===== config.mk =====
export PLATFORM = sky130hd
export DESIGN_NAME = slr_front
export DESIGN_NICKNAME = d
export VERILOG_FILES = /design/src/design/slr_pkg.sv /design/src/design/slr_front.sv
export SDC_FILE = /design/constraint.sdc
export NUM_CORES = 1
export LEC_CHECK = 0
export BUFFER_PORTS_ARGS = -buffer_cell sky130_fd_sc_hd__buf_2
export CAP_MARGIN = 10
export CORE_MARGIN = 2
export CORE_UTILIZATION = 50
export CTS_CLUSTER_SIZE = 30
export DETAILED_ROUTE_END_ITERATION = 7
export GPL_TIMING_DRIVEN = 0
export HOLD_SLACK_MARGIN = 0.05
export PLACE_DENSITY = 0.73
export SYNTH_ARGS = -nofsm -noshare
export SYNTH_HDL_FRONTEND = slang
export SYNTH_SLANG_ARGS = --single-unit

===== constraint.sdc =====
create_clock -name clk -period 16.25 [get_ports clk]
set_input_delay 3.25 -clock clk [delete_from_list [all_inputs] [get_ports clk]]
set_output_delay 3.25 -clock clk [all_outputs]
set_load 0.005 [all_outputs]

===== src/design/slr_pkg.sv =====
// Shared types and constants of the stereo linear resampler.
`default_nettype none

package slr_pkg;

  localparam int SAMPLE_W      = 16;
  localparam int STEP_W        = 17;
  localparam int FRAC_BITS_DEF = 16;
  localparam int APB_DATA_W    = 32;
  localparam int APB_ADDR_W    = 3;

  localparam logic              BYPASS_RESET = 1'b1;
  localparam logic [STEP_W-1:0] STEP_RESET   = 17'd65536;

  // Register index taken from the word address of the config port.
  typedef enum logic [0:0] {
    REG_BYPASS = 1'b0,
    REG_STEP   = 1'b1
  } slr_reg_idx_t;

  // Live configuration, plus a pulse on any register write.
  typedef struct packed {
    logic              bypass;
    logic [STEP_W-1:0] step;
    logic              clr;
  } slr_cfg_t;

  // Pending result: the two frames to blend and its end-of-run flag.
  typedef struct packed {
    logic signed [SAMPLE_W-1:0] cur_l;
    logic signed [SAMPLE_W-1:0] cur_r;
    logic signed [SAMPLE_W-1:0] prev_l;
    logic signed [SAMPLE_W-1:0] prev_r;
    logic                       last;
  } slr_job_t;

endpackage

`default_nettype wire


===== src/design/slr_front.sv =====
// Phase accumulator, previous-frame state and the pending-result register.
`default_nettype none

module slr_front
  import slr_pkg::*;
#(
  parameter int FRAC_BITS = FRAC_BITS_DEF
) (
  input  wire logic                       clk,
  input  wire logic                       rst_n,
  input  wire slr_cfg_t                   cfg,
  input  wire logic                       in_valid,
  input  wire logic signed [SAMPLE_W-1:0] in_left,
  input  wire logic signed [SAMPLE_W-1:0] in_right,
  output logic                            in_ready,
  input  wire logic                       job_take,
  output logic                            job_v,
  output slr_job_t                        job,
  output logic [FRAC_BITS-1:0]            job_frac
);

  localparam int PH_W  = (FRAC_BITS + 1 > STEP_W) ? FRAC_BITS + 1 : STEP_W;
  localparam int SUM_W = PH_W + 2;

  logic [PH_W-1:0]            phase_r, phase_nxt;
  logic signed [SAMPLE_W-1:0] prev_l_r, prev_rt_r;
  logic                       have_prev_r;
  logic                       job_v_r, job_two_r;
  logic signed [SAMPLE_W-1:0] job_cur_l_r, job_cur_r_r, job_prev_l_r, job_prev_r_r;
  logic [FRAC_BITS-1:0]       frac_r, frac2_r;

  logic [SUM_W-1:0] one_q, min_step, step_ext, step_eff, ph0, ph1, ph2, ph_end;
  logic             has1, has2, in_fire;

  assign one_q    = SUM_W'(1) << FRAC_BITS;
  assign min_step = SUM_W'(1) << (FRAC_BITS - 1);
  assign step_ext = SUM_W'(cfg.step);
  assign step_eff = (step_ext < min_step) ? min_step : step_ext;

  assign ph0  = SUM_W'(phase_r);
  assign ph1  = ph0 + step_eff;
  assign ph2  = ph1 + step_eff;
  assign has1 = ph0 < one_q;
  assign has2 = has1 && (ph1 < one_q);

  always_comb begin
    priority if (!has1) begin
      ph_end = ph0;
    end else if (!has2) begin
      ph_end = ph1;
    end else begin
      ph_end = ph2;
    end
  end

  assign phase_nxt = PH_W'(ph_end - one_q);

  // Take a new frame once the last pending result moves to the output stage.
  assign in_ready = !job_v_r || (job_take && !job_two_r);
  assign in_fire  = in_valid && in_ready;

  always_ff @(posedge clk) begin
    if (!rst_n) begin
      phase_r     <= '0;
      have_prev_r <= 1'b0;
      prev_l_r    <= '0;
      prev_rt_r   <= '0;
      job_v_r     <= 1'b0;
      job_two_r   <= 1'b0;
    end else begin
      if (cfg.clr) begin
        phase_r     <= '0;
        have_prev_r <= 1'b0;
        prev_l_r    <= '0;
        prev_rt_r   <= '0;
      end else if (in_fire && !cfg.bypass) begin
        phase_r     <= phase_nxt;
        have_prev_r <= 1'b1;
        prev_l_r    <= in_left;
        prev_rt_r   <= in_right;
      end

      if (in_fire) begin
        job_v_r   <= cfg.bypass || has1;
        job_two_r <= !cfg.bypass && has2;
      end else if (job_take) begin
        if (job_two_r) begin
          job_two_r <= 1'b0;
        end else begin
          job_v_r <= 1'b0;
        end
      end
    end
  end

  // Bypass blends the frame with itself at zero phase, which returns it unchanged.
  always_ff @(posedge clk) begin
    if (in_fire) begin
      job_cur_l_r  <= in_left;
      job_cur_r_r  <= in_right;
      job_prev_l_r <= (cfg.bypass || !have_prev_r) ? in_left  : prev_l_r;
      job_prev_r_r <= (cfg.bypass || !have_prev_r) ? in_right : prev_rt_r;
      frac_r       <= cfg.bypass ? '0 : ph0[FRAC_BITS-1:0];
      frac2_r      <= ph1[FRAC_BITS-1:0];
    end else if (job_take && job_two_r) begin
      frac_r <= frac2_r;
    end
  end

  assign job_v       = job_v_r;
  assign job.cur_l   = job_cur_l_r;
  assign job.cur_r   = job_cur_r_r;
  assign job.prev_l  = job_prev_l_r;
  assign job.prev_r  = job_prev_r_r;
  assign job.last    = !job_two_r;
  assign job_frac    = frac_r;

`ifndef SYNTHESIS
  a_clr_restarts: assert property (@(posedge clk) disable iff (!rst_n)
    cfg.clr |=> (phase_r == '0) && !have_prev_r)
    else $error("state not cleared after register write");

  a_seed_prev: assert property (@(posedge clk) disable iff (!rst_n)
    in_fire && !cfg.bypass && !cfg.clr |=> have_prev_r)
    else $error("previous frame not seeded");

  a_bypass_phase: assert property (@(posedge clk) disable iff (!rst_n)
    in_fire && cfg.bypass && !cfg.clr |=> phase_r == $past(phase_r))
    else $error("bypass frame moved the phase");

  a_two_needs_job: assert property (@(posedge clk) disable iff (!rst_n)
    job_two_r |-> job_v_r)
    else $error("second result pending without a job");
`endif

endmodule

`default_nettype wire


==> impl_metrics.py <==
metrics = {
    "yosys": {
        "synth_edf_count": 96,
        "yosysMostFrequentCell": "nand2_1",
        "synthTopCellsByCount": "113 x nand2_1, 96 x edfxtp_1, 66 x a21oi_1",
        "avgSynthCellArea_um2": 10.29,
        "async_reset_ff_frac": 0,
        "netlist_area_um2": 7645,
        "yosysTopAreaCell": "edfxtp_1",
        "syn-num-nets": 825,
        "synth-seq-cells": 148,
        "ys.flop_type": "edfxtp_1",
        "syn_inst": 743,
        "ys.warnings.count": 0,
        "yosysSeqAreaShare": 0.5133,
        "synth.area.top_cells": "edfxtp_1 38%, dfxtp_1 14%, nand2_1 5.5%",
        "synthDistinctLibCells": 69,
        "netlist.area_leader.share": 0.3771,
    },
    "clock_network": {
        "cts_hold_buffers": 0,
        "cts_htree_levels": 4,
        "clkTransAtPathRegs_ns": 0.06,
        "cts.sinks": 148,
        "postCtsResizedCells": 0,
        "root_buffer": "clkbuf_16",
        "cts_setup_buffers": 0,
        "cts_buffers": 17,
        "clockBufferDepth": 2,
        "clk_latency_ns": 0.41,
        "cts_tree": "built",
    },
    "route": {
        "drt_wl_total_mm": 18.72,
        "vias": 6257,
        "firstDrtPassIters": 6,
        "wire_per_inst_um": 17.02,
        "drc": 0,
        "ant_nets": 0,
        "vias_per_cell": 5.688,
        "first_iter_violations": 480,
    },
    "die": {
        "die_area_um2": 16290,
        "rows": 45,
        "core-area_um2": 15090,
        "start_util": 0.5066,
        "die_w_um": 127.7,
        "io_pins": 138,
        "die_h_um": 127.7,
    },
    "placed_design": {
        "port-buffer-count": 135,
        "dp_cells": 1068,
        "postPlaceCellArea_um2": 8586,
        "place_congestion": 0.8744,
        "dp_hpwl_mm": 13.80,
    },
    "pwr": {
        "sw_frac_of_total": 0.2553,
        "power_w": 0.0009773,
        "p_leak_nw": 3.616,
        "sequentialPowerShare": 0.443,
        "p_sw_w": 0.0002495,
        "ir_drop_mv": 0.05918,
        "comb_power_share": 0.151,
        "power.internal_w": 0.0007278,
        "power_density_nw_per_um2": 106.3,
        "pwr-share-clk": 0.406,
    },
    "finish": {
        "n_antenna_cell": 0,
        "final_nets": 981,
        "area_growth_syn_to_layout_pct": 20.25,
        "fillers": 1251,
        "finalNonFillerCells": 1100,
        "drive_gt1_frac": 0.2489,
        "post-route-cell-area_um2": 9193,
    },
    "hold_path": {
        "hold_class": "reg2reg",
    },
    "setup_path": {
        "worstPathMaxFanout": 10,
        "cpPeakStageDelay_ns": 0.45,
        "arrival_ns": 8.21,
        "critical_path.cell_chain": "buf_2 -> or2_1 -> buf_2 -> clkbuf_1 -> and2_1 -> ha_1 -> buf_2 -> o211a_2 -> o2bb2ai_2 -> or2_2 -> clkbuf_1 -> a21oi_1 -> o21ai_0 -> o21ai_0 -> xnor2_1 -> ha_1 -> or3_1 -> a2111o_1 -> and2_1 -> a211oi_1 -> mux2_2 -> a31oi_1",
        "path_buf_inv": 5,
        "critPathTopFamily": "compound AO/OA/AOI/OAI gates",
        "cpMostUsedCell": "buf_2",
        "slowest_stage": "or3_1",
        "path_class": "in2reg",
        "cp.required_ns": 16.59,
        "end_kind": "register",
        "critPathLaunchType": "input pin",
    },
    "global_route": {
        "antenna_found_initial": 0,
        "grt_pass1_vias": 5807,
        "grt_max_degree": 43,
        "grt_usage": 0.2270,
        "grt.overflow.total": 0,
        "grt_first_pass_wirelength_mm": 29.35,
    },
    "timing": {
        "max_freq_mhz": 126.9,
        "worst_slew_margin_rel": 0.3315,
        "min_period_ns": 7.877,
        "clock_skew_ns": 0.006653,
        "setup_viol": 0,
        "setup_tns_ns": 0,
        "holdWs_ns": 0.4507,
        "min_period_over_period": 0.4848,
        "drv_slew": 0,
        "tightestPinTransition_ns": 1.001,
        "rsz0062_at_grt": "false",
        "hold_viol_final": 0,
    },
    "status": {
        "status": "complete, no violations",
    },
    "job": {
        "maxCapViolations": 0,
    },
}
cells in the final DEF, fill, tap and decap left out, types with 4 or more instances in the layout:
| cell | n |
|---|---|
| buf_2 | 141 |
| nand2_1 | 113 |
| edfxtp_1 | 96 |
| a21oi_1 | 66 |
| dfxtp_1 | 52 |
| o21ai_0 | 38 |
| mux2_2 | 33 |
| clkbuf_1 | 29 |
| ha_1 | 27 |
| nor2_1 | 22 |
| nand3_1 | 21 |
| nand2b_1 | 20 |
| xnor2_1 | 19 |
| clkbuf_16 | 17 |
| inv_1 | 16 |
| and2_1 | 15 |
| nor3_1 | 15 |
| o211ai_1 | 12 |
| o21a_1 | 11 |
| a21o_1 | 10 |
| o21ai_1 | 7 |
| a31oi_1 | 7 |
| xor2_1 | 7 |
| and3_1 | 7 |
| o31ai_1 | 6 |
| buf_1 | 5 |
| nor2b_1 | 5 |
| or3_1 | 5 |
| nand4b_1 | 4 |
| nand4_1 | 4 |
| clkinvlp_4 | 4 |
worst min-delay path: cells and delay by family, from the launching register on:
| kind | cells | cell delay (ns) |
|---|---|---|
| flip-flops | 1 | 0.30 |
| AND/OR/NAND/NOR | 1 | 0.05 |
| AO/OA/AOI/OAI | 1 | 0.05 |
per-stage QoR:
| stage | utilization | worst slack (ns) |
|---|---|---|
| 6_report | 0.6092 | 8.373 |
| 5_1_grt | 0.6092 | 8.049 |
| 2_1_floorplan | - | 8.641 |
| 4_1_cts | 0.6092 | 8.417 |
| 3_3_place_gp | 0.5670 | 8.036 |
| 3_5_place_dp | 0.5690 | 8.009 |
sequential cells by signal, indices dropped and copies added, names as in the netlist:
signal and cells:
phase_r 17, job_two_r 1, job_prev_l_r 16, job_prev_r_r 16, job_v 1, frac2_r 16
have_prev_r 1, job_frac 16, job_cur_l_r 16, prev_l_r 16, job_cur_r_r 16, prev_rt_r 16
power groups by stage:
stage	Clock, W	Sequential (W)	Combinational [W]
6_report	0.000397	0.000433	0.000148
5_1_grt	0.000417	0.000434	0.000163
4_1_cts	0.000400	0.000433	0.000146
3_5_place_dp	0	0.000440	0.000145
3_3_place_gp	0	0.000441	0.000142
2_1_floorplan	0	0.000442	0.0000933
metal layers:
layer	up-vias	GRT usage	wire length, um
li1	3052	-	-
met1	2954	0.3024	8573
met2	233	0.3794	8799
met3	18	0.04257	1141
met4	0	0.06723	207
met5	-	0	0
cell type report:
type | instances | area, um^2 | area share
Buffer | 42 | 183.9 | 0.02001
Clock buffer | 18 | 429.2 | 0.04669
Clock inverter | 14 | 177.7 | 0.01933
Inverter | 17 | 66.31 | 0.007214
Multi-Input combinational cell | 536 | 3473 | 0.3778
Sequential cell | 148 | 3924 | 0.4268
Tap cell | 188 | 235.2 | 0.02559
Timing Repair Buffer | 137 | 703.2 | 0.07649
cells by family after synthesis:
logic type	Yosys count	share of synthesized area
xor+xnor	26	0.02979
compound gates	204	0.1768
mux	35	0.05123
simple gates	243	0.1509
buf+inv	59	0.03241
fa+ha+maj	28	0.04566
flops	148	0.5133
path summary, 6_finish.rpt:
path / startpoint / endpoint / cells after the start / slack [ns]
hold reg to reg: prev_rt_r[5] / prev_rt_r[5] / 2 / 0.45
hold / removal: prev_rt_r[5] / prev_rt_r[5] / 2 / 0.45
setup reg to reg: phase_r[1] / phase_r[13] / 18 / 11.62
setup / recovery: cfg[17] / phase_r[13] / 22 / 8.37
Power figures use the tool's default switching activity.
