[config.mk]
export PLATFORM = sky130hd
export DESIGN_NAME = slr_cfg
export DESIGN_NICKNAME = d
export VERILOG_FILES = /design/src/design/slr_pkg.sv /design/src/design/slr_cfg.sv
export SDC_FILE = /design/constraint.sdc
export NUM_CORES = 1
export LEC_CHECK = 0
export ABC_AREA = 1
export BUFFER_PORTS_ARGS = -buffer_cell sky130_fd_sc_hd__clkbuf_2
export CAP_MARGIN = 15
export CORE_MARGIN = 10
export CORE_UTILIZATION = 39
export DETAILED_ROUTE_END_ITERATION = 10
export PLACE_DENSITY = 0.8
export SLEW_MARGIN = 20
export SYNTH_ARGS = -nofsm -noshare
export SYNTH_HDL_FRONTEND = slang
export SYNTH_SLANG_ARGS = --single-unit
[constraint.sdc]
create_clock -name clk -period 0.8 [get_ports clk]
set_input_delay 0.08 -clock clk [delete_from_list [all_inputs] [get_ports clk]]
set_output_delay 0.08 -clock clk [all_outputs]
set_load 0.01 [all_outputs]
[src/design/slr_pkg.sv]
// Shared types and constants of the stereo linear resampler.
`default_nettype none

package slr_pkg;

  localparam int SAMPLE_W      = 16;
  localparam int STEP_W        = 17;
  localparam int FRAC_BITS_DEF = 16;
  localparam int APB_DATA_W    = 32;
  localparam int APB_ADDR_W    = 3;

  localparam logic              BYPASS_RESET = 1'b1;
  localparam logic [STEP_W-1:0] STEP_RESET   = 17'd65536;

  // Register index taken from the word address of the config port.
  typedef enum logic [0:0] {
    REG_BYPASS = 1'b0,
    REG_STEP   = 1'b1
  } slr_reg_idx_t;

  // Live configuration, plus a pulse on any register write.
  typedef struct packed {
    logic              bypass;
    logic [STEP_W-1:0] step;
    logic              clr;
  } slr_cfg_t;

  // Pending result: the two frames to blend and its end-of-run flag.
  typedef struct packed {
    logic signed [SAMPLE_W-1:0] cur_l;
    logic signed [SAMPLE_W-1:0] cur_r;
    logic signed [SAMPLE_W-1:0] prev_l;
    logic signed [SAMPLE_W-1:0] prev_r;
    logic                       last;
  } slr_job_t;

endpackage

`default_nettype wire

[src/design/slr_cfg.sv]
// APB register file: bypass and phase step, with a clear pulse on every write.
`default_nettype none

module slr_cfg
  import slr_pkg::*;
(
  input  wire logic                  clk,
  input  wire logic                  rst_n,
  input  wire logic                  psel,
  input  wire logic                  penable,
  input  wire logic                  pwrite,
  input  wire logic [APB_ADDR_W-1:0] paddr,
  input  wire logic [APB_DATA_W-1:0] pwdata,
  output logic      [APB_DATA_W-1:0] prdata,
  output logic                       pready,
  output slr_cfg_t                   cfg
);

  logic              bypass_r;
  logic [STEP_W-1:0] step_r;
  logic              wr;
  slr_reg_idx_t      idx;

  assign pready = 1'b1;
  assign wr     = psel & penable & pwrite;
  assign idx    = slr_reg_idx_t'(paddr[APB_ADDR_W-1:2]);

  always_ff @(posedge clk) begin
    if (!rst_n) begin
      bypass_r <= BYPASS_RESET;
      step_r   <= STEP_RESET;
    end else if (wr) begin
      unique case (idx)
        REG_BYPASS: bypass_r <= pwdata[0];
        REG_STEP:   step_r   <= pwdata[STEP_W-1:0];
        default:    ;
      endcase
    end
  end

  always_comb begin
    unique case (idx)
      REG_BYPASS: prdata = {{(APB_DATA_W-1){1'b0}}, bypass_r};
      REG_STEP:   prdata = {{(APB_DATA_W-STEP_W){1'b0}}, step_r};
      default:    prdata = '0;
    endcase
  end

  // Any write restarts the converter, as a rate change does.
  assign cfg.bypass = bypass_r;
  assign cfg.step   = step_r;
  assign cfg.clr    = wr;

endmodule

`default_nettype wire

==> results of run 1 <==
stage by stage:
stage          setup slack, ps  total power [W]
2_1_floorplan             65.9          0.00128
4_1_cts                   -157          0.00185
3_5_place_dp             -48.2          0.00139
3_3_place_gp             -32.7          0.00138
5_1_grt                   -213          0.00201
6_report                  -143          0.00188
worst paths after layout:
kind                endpoint  slack [ps]        from
setup / recovery   prdata[1]        -140   step_r[1]
hold / removal    step_r[16]           6  pwdata[16]
setup reg to reg   step_r[7]          80   step_r[7]
hold reg to reg     bypass_r         500    bypass_r
cells by family (layout without fill, tap and decap cells):
group | Yosys count | after routing
AND/OR/NAND/NOR | 91 | 91
buffers and inverters | 60 | 112
flip-flops | 18 | 18
other | 2 | 16
AO/OA/AOI/OAI | 2 | 2
state kept, by name (all words and copies together), names as in the netlist:
signal    count
step_r       17
bypass_r      1
routing by layer:
metal | vias to the layer above | GRT usage | wire, µm
li1 | 600 | - | -
met1 | 489 | 0.108 | 1230
met2 | 46 | 0.181 | 1580
met3 | 2 | 0.0598 | 388
met4 | 0 | 0.0228 | 10
met5 | - | 0 | 0
area by class of cell:
type | count | area (µm²)
clock buffers | 3 | 22.5
fillers | 267 | 1080
inverters | 34 | 130
multi-input cells | 109 | 518
flip-flops and latches | 18 | 383
well taps | 31 | 38.8
repair buffers | 75 | 607
power by group through the flow:
stage / logic (W) / clock network, W / registers, W
final: 0.000485 / 0.000430 / 0.000962
after global routing: 0.000538 / 0.000508 / 0.000967
after detailed placement: 0.000413 / 0 / 0.000973
after CTS: 0.000442 / 0.000458 / 0.000955
after global placement: 0.000407 / 0 / 0.000972
after floorplan: 0.000298 / 0 / 0.000985
critical path, cell delays in order, from the launching register on:
cell,delay [ps]
dfxtp_2,360
nand2_1,50
inv_1,70
buf_6,100
timing repair:
item                                    in CTS  in global routing
setup buffers                                9                  2
pin swaps                                    2                  1
resized for setup                           19                 61
endpoints found under the setup margin      35                 36
hold endpoints to repair                     0                  0
cell usage in the layout (no fill, tap or decap), types with 2 or more instances in the layout:
cell type / count
buf_4: 11
nor2_2: 18
buf_6: 19
nand2_1: 34
clkbuf_4: 3
dfxtp_2: 18
inv_2: 2
clkbuf_2: 23
inv_1: 31
conb_1: 16
nor2_1: 14
buf_12: 5
o21ai_0: 2
buf_2: 16
nand2_2: 3
nand3_1: 19
==> impl_metrics.env, run 1 <==
export IMPL_grt_pass1_vias=1077
export IMPL_avgSynthCellArea_um2=6.61
export IMPL_yosysWarningCount=0
export IMPL_dp_cells=256
export IMPL_rows=19
export IMPL_intPower_w=0.00134
export IMPL_initial_core_util=0.411
export IMPL_netlist_area_um2=1140
export IMPL_crit_required_ps=720
export IMPL_cts_buffer_depth=2
export IMPL_utilization=0.611
export IMPL_p_leak_nw=1.03
export IMPL_synth_top_area_frac=0.315
export IMPL_pwr_share_seq=0.513
export IMPL_n_antenna_cell=0
export IMPL_end_kind="output pin"
export IMPL_clock_latency_ps=280
export IMPL_hpwl_um=2330
export IMPL_place_area_um2=1440
export IMPL_synth_simple_gate_area_frac=0.385
export IMPL_antenna_found_initial=0
export IMPL_ys_flop_type="dfxtp_1"
export IMPL_firstDrtPassIters=4
export IMPL_max_vdd_ir_drop_v=0.000911
export IMPL_synthAdderAreaFrac=0
export IMPL_fin_worst_skew_ps=0
export IMPL_hold_depth=3
export IMPL_switching_share=0.288
export IMPL_max_cap_violations=0
export IMPL_r2r_cells=3
export IMPL_grt_use_total=0.105
export IMPL_hold_buffers=0
export IMPL_p_per_area_nw_per_um2=1100
export IMPL_critPathKind="reg -> out"
export IMPL_whs_ps=6.15
export IMPL_numPortBuffers=58
export IMPL_die_y_um=74.2
export IMPL_setup_worst_path_start_class="register"
export IMPL_yosys_area_share_xor_xnor=0
export IMPL_via_per_inst=4.21
export IMPL_area_growth_pct=48.6
export IMPL_hold_viol_final=0
export IMPL_clkSinkCount=18
export IMPL_die_width_um=74.2
export IMPL_gp_congestion=0.704
export IMPL_fin_cells=270
export IMPL_setup_tns_ps=-2730
export IMPL_synthTopCellsByCount="nand2_1 (37), inv_1 (33), buf_4 (20)"
export IMPL_setup_viol=35
export IMPL_fin_ws_ps=-143
export IMPL_p_sw_w=0.000541
export IMPL_wl_um=3200
export IMPL_grt_max_degree=26
export IMPL_drt_iter0_markers=37
export IMPL_yosysTopAreaCell="dfxtp_1"
export IMPL_violations="setup timing"
export IMPL_seq_area_frac_synth=0.315
export IMPL_clkTransAtPathRegs_ps=90
export IMPL_remaining_drc_errors=0
export IMPL_ys_top_cells_by_area="dfxtp_1 (32%), buf_4 (13%), nand2_1 (12%)"
export IMPL_timing_final_crit_period_ps=943
export IMPL_clkPwrFrac=0.229
export IMPL_status="finished, violations left"
export IMPL_fin_crit_sh=1.18
export IMPL_cts_tree="yes"
export IMPL_dieArea_um2=5500
export IMPL_power_share_combinational=0.258
export IMPL_synthCells=173
export IMPL_synth_top_family_by_area="simple AND/OR/NAND/NOR gates"
export IMPL_grt_pass1_wl_um=4690
export IMPL_crit_path_max_fanout=3
export IMPL_drive_gt1_frac=0.515
export IMPL_maxSlewViolCount=0
export IMPL_htreeDepth=1
export IMPL_synth_cell_types=17
export IMPL_nets=281
export IMPL_synth_seq_cells=18
export IMPL_final_area_um2=1700
export IMPL_synth_mux_area_fraction=0
export IMPL_hold_path_class="in -> reg"
export IMPL_yosysMostFrequentCell="nand2_1"
export IMPL_grt_setup_unrepaired="yes"
export IMPL_fmax_mhz=1060
export IMPL_via_count=1137
export IMPL_grt_ovfl_total=0
export IMPL_ys_async_sr_fraction=0
export IMPL_wl_per_cell_um=11.9
export IMPL_core_area_um2=2780
export IMPL_ant_nets=0
export IMPL_ioPinCount=92
export IMPL_synth_compound_gate_area_share=0.00875
export IMPL_synth_edf_count=0
export IMPL_crit_arrival_ps=860
export IMPL_root_buffer="clkbuf_4"
export IMPL_cts_buffers=3
(Power assumes the default switching activity.)
==> run 2, diff against run 1 <==
--- a/config.mk
+++ b/config.mk
@@ -8,6 +8,7 @@
 export ABC_AREA = 1
 export BUFFER_PORTS_ARGS = -buffer_cell sky130_fd_sc_hd__clkbuf_2
 export CAP_MARGIN = 15
+export CORE_ASPECT_RATIO = 1.75
 export CORE_MARGIN = 10
 export CORE_UTILIZATION = 39
 export DETAILED_ROUTE_END_ITERATION = 10
==> impl_metrics.env, run 2 (synthesis results as in run 1) <==
export IMPL_via_count=1143
export IMPL_wl_um=3110
export IMPL_critPathKind="reg -> out"
export IMPL_dp_worst_setup_slack_ps=-32.1
export IMPL_grt_setup_unrepaired="yes"
export IMPL_hpwl_um=2390
export IMPL_via_per_inst=4.30
export IMPL_fin_crit_sh=1.15
export IMPL_place_area_um2=1410
export IMPL_crit_arrival_ps=840
export IMPL_final_cell_mix="nand2_1 (37), inv_1 (31), clkbuf_2 (25), nand3_1 (19)"
export IMPL_hold_buffers=0
export IMPL_antenna_found_initial=0
export IMPL_top_register="step_r"
export IMPL_largest_reg_flops=17
export IMPL_max_cap_violations=0
export IMPL_fin_ws_ps=-116
export IMPL_crit_path_max_fanout=3
export IMPL_firstDrtPassIters=4
export IMPL_hold_viol_final=0
export IMPL_wl_per_cell_um=11.7
export IMPL_rows=26
export IMPL_ant_nets=0
export IMPL_ioPinCount=92
export IMPL_grt_use_total=0.110
export IMPL_min_delay_start="pwdata[16]"
export IMPL_cts_buffer_depth=2
export IMPL_n_antenna_cell=0
export IMPL_crit_required_ps=720
export IMPL_status="finished, violations left"
export IMPL_r2r_start="step_r[6]"
export IMPL_setup_viol=21
export IMPL_finalPower_w=0.00215
export IMPL_clkSinkCount=18
export IMPL_drt_iter0_markers=25
export IMPL_clock_latency_ps=250
export IMPL_p_per_area_nw_per_um2=1280
export IMPL_timing_final_crit_period_ps=916
export IMPL_end_kind="output pin"
export IMPL_cts_tree="yes"
export IMPL_core_area_um2=2860
export IMPL_p_leak_nw=1.03
export IMPL_grt_pass1_wl_um=5090
export IMPL_violations="setup timing"
export IMPL_htreeDepth=1
export IMPL_final_area_um2=1680
export IMPL_setup_worst_path_start_class="register"
export IMPL_top_regs="step_r x17, bypass_r x1"
export IMPL_clkTransAtPathRegs_ps=70
export IMPL_fin_worst_skew_ps=0
export IMPL_die_y_um=91.6
export IMPL_initial_core_util=0.399
export IMPL_drive_gt1_frac=0.500
export IMPL_final_common_cell="nand2_1"
export IMPL_dieArea_um2=5580
export IMPL_nets=279
export IMPL_cp_startpoint="step_r[9]"
export IMPL_grt_max_degree=27
export IMPL_numPortBuffers=58
export IMPL_hold_path_class="in -> reg"
export IMPL_area_growth_pct=47.2
export IMPL_grt_ovfl_total=0
export IMPL_remaining_drc_errors=0
export IMPL_gp_congestion=0.716
export IMPL_max_vdd_ir_drop_v=0.000739
export IMPL_grt_pass1_vias=1189
export IMPL_fmax_mhz=1090
export IMPL_die_width_um=60.9
export IMPL_maxSlewViolCount=0
export IMPL_root_buffer="clkbuf_8"
export IMPL_cts_buffers=3
## run 2: cell count changes in the layout (fill, tap and decap cells not counted), sizes merged
| cell | before | now |
|---|---|---|
| clkbuf | 26 | 29 |
| buf | 52 | 48 |
## run 2: cell type report
type                       count  area, µm²
inverter                      34        130
clock buffer                   4       55.1
timing repair buffer          73        569
sequential                    18        383
multi-input combinational    109        510
fill                         275       1180
tap                           28       35.0
## run 2: what timing repair did
item | CTS | global route
hold endpoints to repair | 0 | 0
setup buffers | 9 | 1
setup endpoints to repair | 35 | 35
resized for setup | 19 | 52
pin swaps | 2 | 0
gates cloned | 0 | 0
## run 2: metal layers
| layer | vias to the layer above | track usage | share of wire |
|---|---|---|---|
| met3 | 2 | 0.0262 | 0.12 |
| li1 | 595 | - | - |
| met2 | 44 | 0.192 | 0.53 |
| met1 | 502 | 0.116 | 0.34 |
| met4 | 0 | 0.0551 | 0.014 |
| met5 | - | 0 | 0 |
## run 2: power breakdown
part | switching (W) | leakage (nW) | total [W] | internal, W
Clock | 0.000288 | 0.0288 | 0.000724 | 0.000437
Combinational | 0.000252 | 0.849 | 0.000469 | 0.000217
Sequential | 0.0000263 | 0.153 | 0.000961 | 0.000934
Total | 0.000567 | 1.03 | 0.00215 | 0.00159
## run 2: worst paths after layout
path,endpoint,slack (ps),cells after the start
setup reg to reg,step_r[6],90,3
hold / removal,step_r[16],40,3
hold reg to reg,bypass_r,490,2
setup / recovery,prdata[9],-120,3
## run 2: per-stage QoR
stage                      util  hold WS, ps  cells  setup TNS, ps
after global routing      0.588         47.7    266          -2680
after CTS                 0.548         33.2    265          -1770
after detailed placement  0.494          301    252           -319
after floorplan               -          206    187              0
after global placement    0.494          296    252          -44.2
final                     0.588         37.1    266          -1510
## run 2: worst max-delay path: stages (launching register included)
cell and delay, ps:
dfxtp_2 340, nand2_1 60, inv_1 60, buf_2 120
==> run 3, diff against run 2 <==
==> constraint.sdc (replaced) <==
create_clock -name clk -period 0.8 [get_ports clk]
set_input_delay 0.04 -clock clk [delete_from_list [all_inputs] [get_ports clk]]
set_output_delay 0.04 -clock clk [all_outputs]
set_load 0.01 [all_outputs]
==> impl_metrics.env, run 3 (synthesis results as in run 1) <==
export IMPL_remaining_drc_errors=0
export IMPL_maxSlewViolCount=0
export IMPL_fin_ws_ps=-53.6
export IMPL_htreeDepth=1
export IMPL_crit_arrival_ps=810
export IMPL_cp_endpoint="cfg[10]"
export IMPL_hold_viol_final=0
export IMPL_grt_pass1_wl_um=4930
export IMPL_ioPinCount=92
export IMPL_end_kind="output pin"
export IMPL_r2r_cells=3
export IMPL_r2r_start="step_r[5]"
export IMPL_grt_pass1_vias=1136
export IMPL_violations="setup timing"
export IMPL_rows=26
export IMPL_final_area_um2=1630
export IMPL_cts_buffers=3
export IMPL_hpwl_um=2360
export IMPL_final_cell_mix="clkbuf_2 (39), nand2_1 (27), inv_1 (25), nand3_1 (19)"
export IMPL_clkTransAtPathRegs_ps=60
export IMPL_timing_final_crit_period_ps=854
export IMPL_via_per_inst=4.32
export IMPL_critPathKind="reg -> out"
export IMPL_worstPathCellList="buf_4 -> clkbuf_2"
export IMPL_cts_buffer_depth=2
export IMPL_antenna_found_initial=0
export IMPL_via_count=1145
export IMPL_p_leak_nw=0.993
export IMPL_ant_nets=0
export IMPL_top_regs="step_r x17, bypass_r x1"
export IMPL_grt_max_degree=27
export IMPL_top_register="step_r"
export IMPL_fmax_mhz=1170
export IMPL_clock_latency_ps=250
export IMPL_crit_path_max_fanout=3
export IMPL_p_per_area_nw_per_um2=1250
export IMPL_place_area_um2=1400
export IMPL_die_width_um=60.9
export IMPL_cp_startpoint="step_r[9]"
export IMPL_cts_tree="yes"
export IMPL_drive_gt1_frac=0.561
export IMPL_grt_setup_unrepaired="yes"
export IMPL_core_area_um2=2860
export IMPL_grt_ovfl_total=0
export IMPL_wl_um=3130
export IMPL_hold_path_class="in -> reg"
export IMPL_r2r_end="step_r[5]"
export IMPL_final_common_cell="clkbuf_2"
export IMPL_largest_reg_flops=17
export IMPL_crit_required_ps=760
export IMPL_crit_buf_inv=2
export IMPL_setup_viol=18
export IMPL_cp_slowest_cell="dfxtp_2"
export IMPL_die_y_um=91.6
export IMPL_dieArea_um2=5580
export IMPL_clkSinkCount=18
export IMPL_gp_congestion=0.729
export IMPL_grt_use_total=0.107
export IMPL_wl_per_cell_um=11.8
export IMPL_firstDrtPassIters=4
export IMPL_status="finished, violations left"
export IMPL_initial_core_util=0.399
export IMPL_n_antenna_cell=0
export IMPL_max_cap_violations=0
export IMPL_fin_worst_skew_ps=0
export IMPL_fin_crit_sh=1.07
export IMPL_setup_tns_ps=-579
export IMPL_nets=279
export IMPL_area_growth_pct=42.6
export IMPL_max_vdd_ir_drop_v=0.000813
export IMPL_cp_top_family="flip-flops"
export IMPL_cp_depth=2
export IMPL_drt_iter0_markers=28
export IMPL_setup_worst_path_start_class="register"
export IMPL_numPortBuffers=58
export IMPL_r2r_slack_ps=70
export IMPL_root_buffer="clkbuf_8"
export IMPL_max_stage_delay_ps=330
run 3: worst min-delay path by stage:
stage	depth (start not counted)	endpoint	from
5_1_grt	3	bypass_r	pwdata[0]
3_3_place_gp	3	step_r[16]	pwdata[16]
4_1_cts	3	bypass_r	pwdata[0]
6_report	3	bypass_r	pwdata[0]
2_1_floorplan	2	step_r[16]	pwdata[16]
3_5_place_dp	3	step_r[16]	pwdata[16]
run 3: layout make-up:
class                   count  area [µm²]
fillers                   295        1230
multi-input cells         109         536
repair buffers             73         505
flip-flops and latches     18         383
inverters                  34         130
clock buffers               3        41.3
well taps                  28        35.0
run 3: worst register-to-register path, delay by kind of cell (launching register included):
family	cells	cell delay [ps]
AND/OR/NAND/NOR	2	170
flip-flops	1	330
buffers and inverters	1	130
run 3: repair_timing:
item                                   CTS  global route
resized for setup                       18            47
setup endpoints to repair               30            18
hold buffers                             1             0
setup buffers                            7             2
endpoints found under the hold margin    1             0
pin swaps                                2             1
run 3: per-layer routing:
| metal | track usage | share of wire |
|---|---|---|
| met4 | 0.0460 | 0.011 |
| met5 | 0 | 0 |
| met2 | 0.186 | 0.53 |
| met1 | 0.108 | 0.34 |
| met3 | 0.0345 | 0.12 |
run 3: power breakdown:
part	leakage [nW]	internal, W	switching (W)
sequential	0.153	0.000934	0.0000256
clock	0.0216	0.000334	0.000284
combinational	0.819	0.000198	0.000258
total	0.993	0.00147	0.000568
run 3: through the flow:
stage / utilization / hold WS, ps / power (W) / std cells / worst slack [ps]
after floorplan: - / 166 / 0.00128 / 187 / 106
after global placement: 0.490 / 256 / 0.00137 / 252 / 23.0
after detailed placement: 0.490 / 261 / 0.00138 / 252 / -1.84
after CTS: 0.534 / 52.2 / 0.00204 / 263 / -73.6
after global routing: 0.569 / 81.5 / 0.00214 / 265 / -94.8
final: 0.569 / 56.5 / 0.00203 / 265 / -53.6
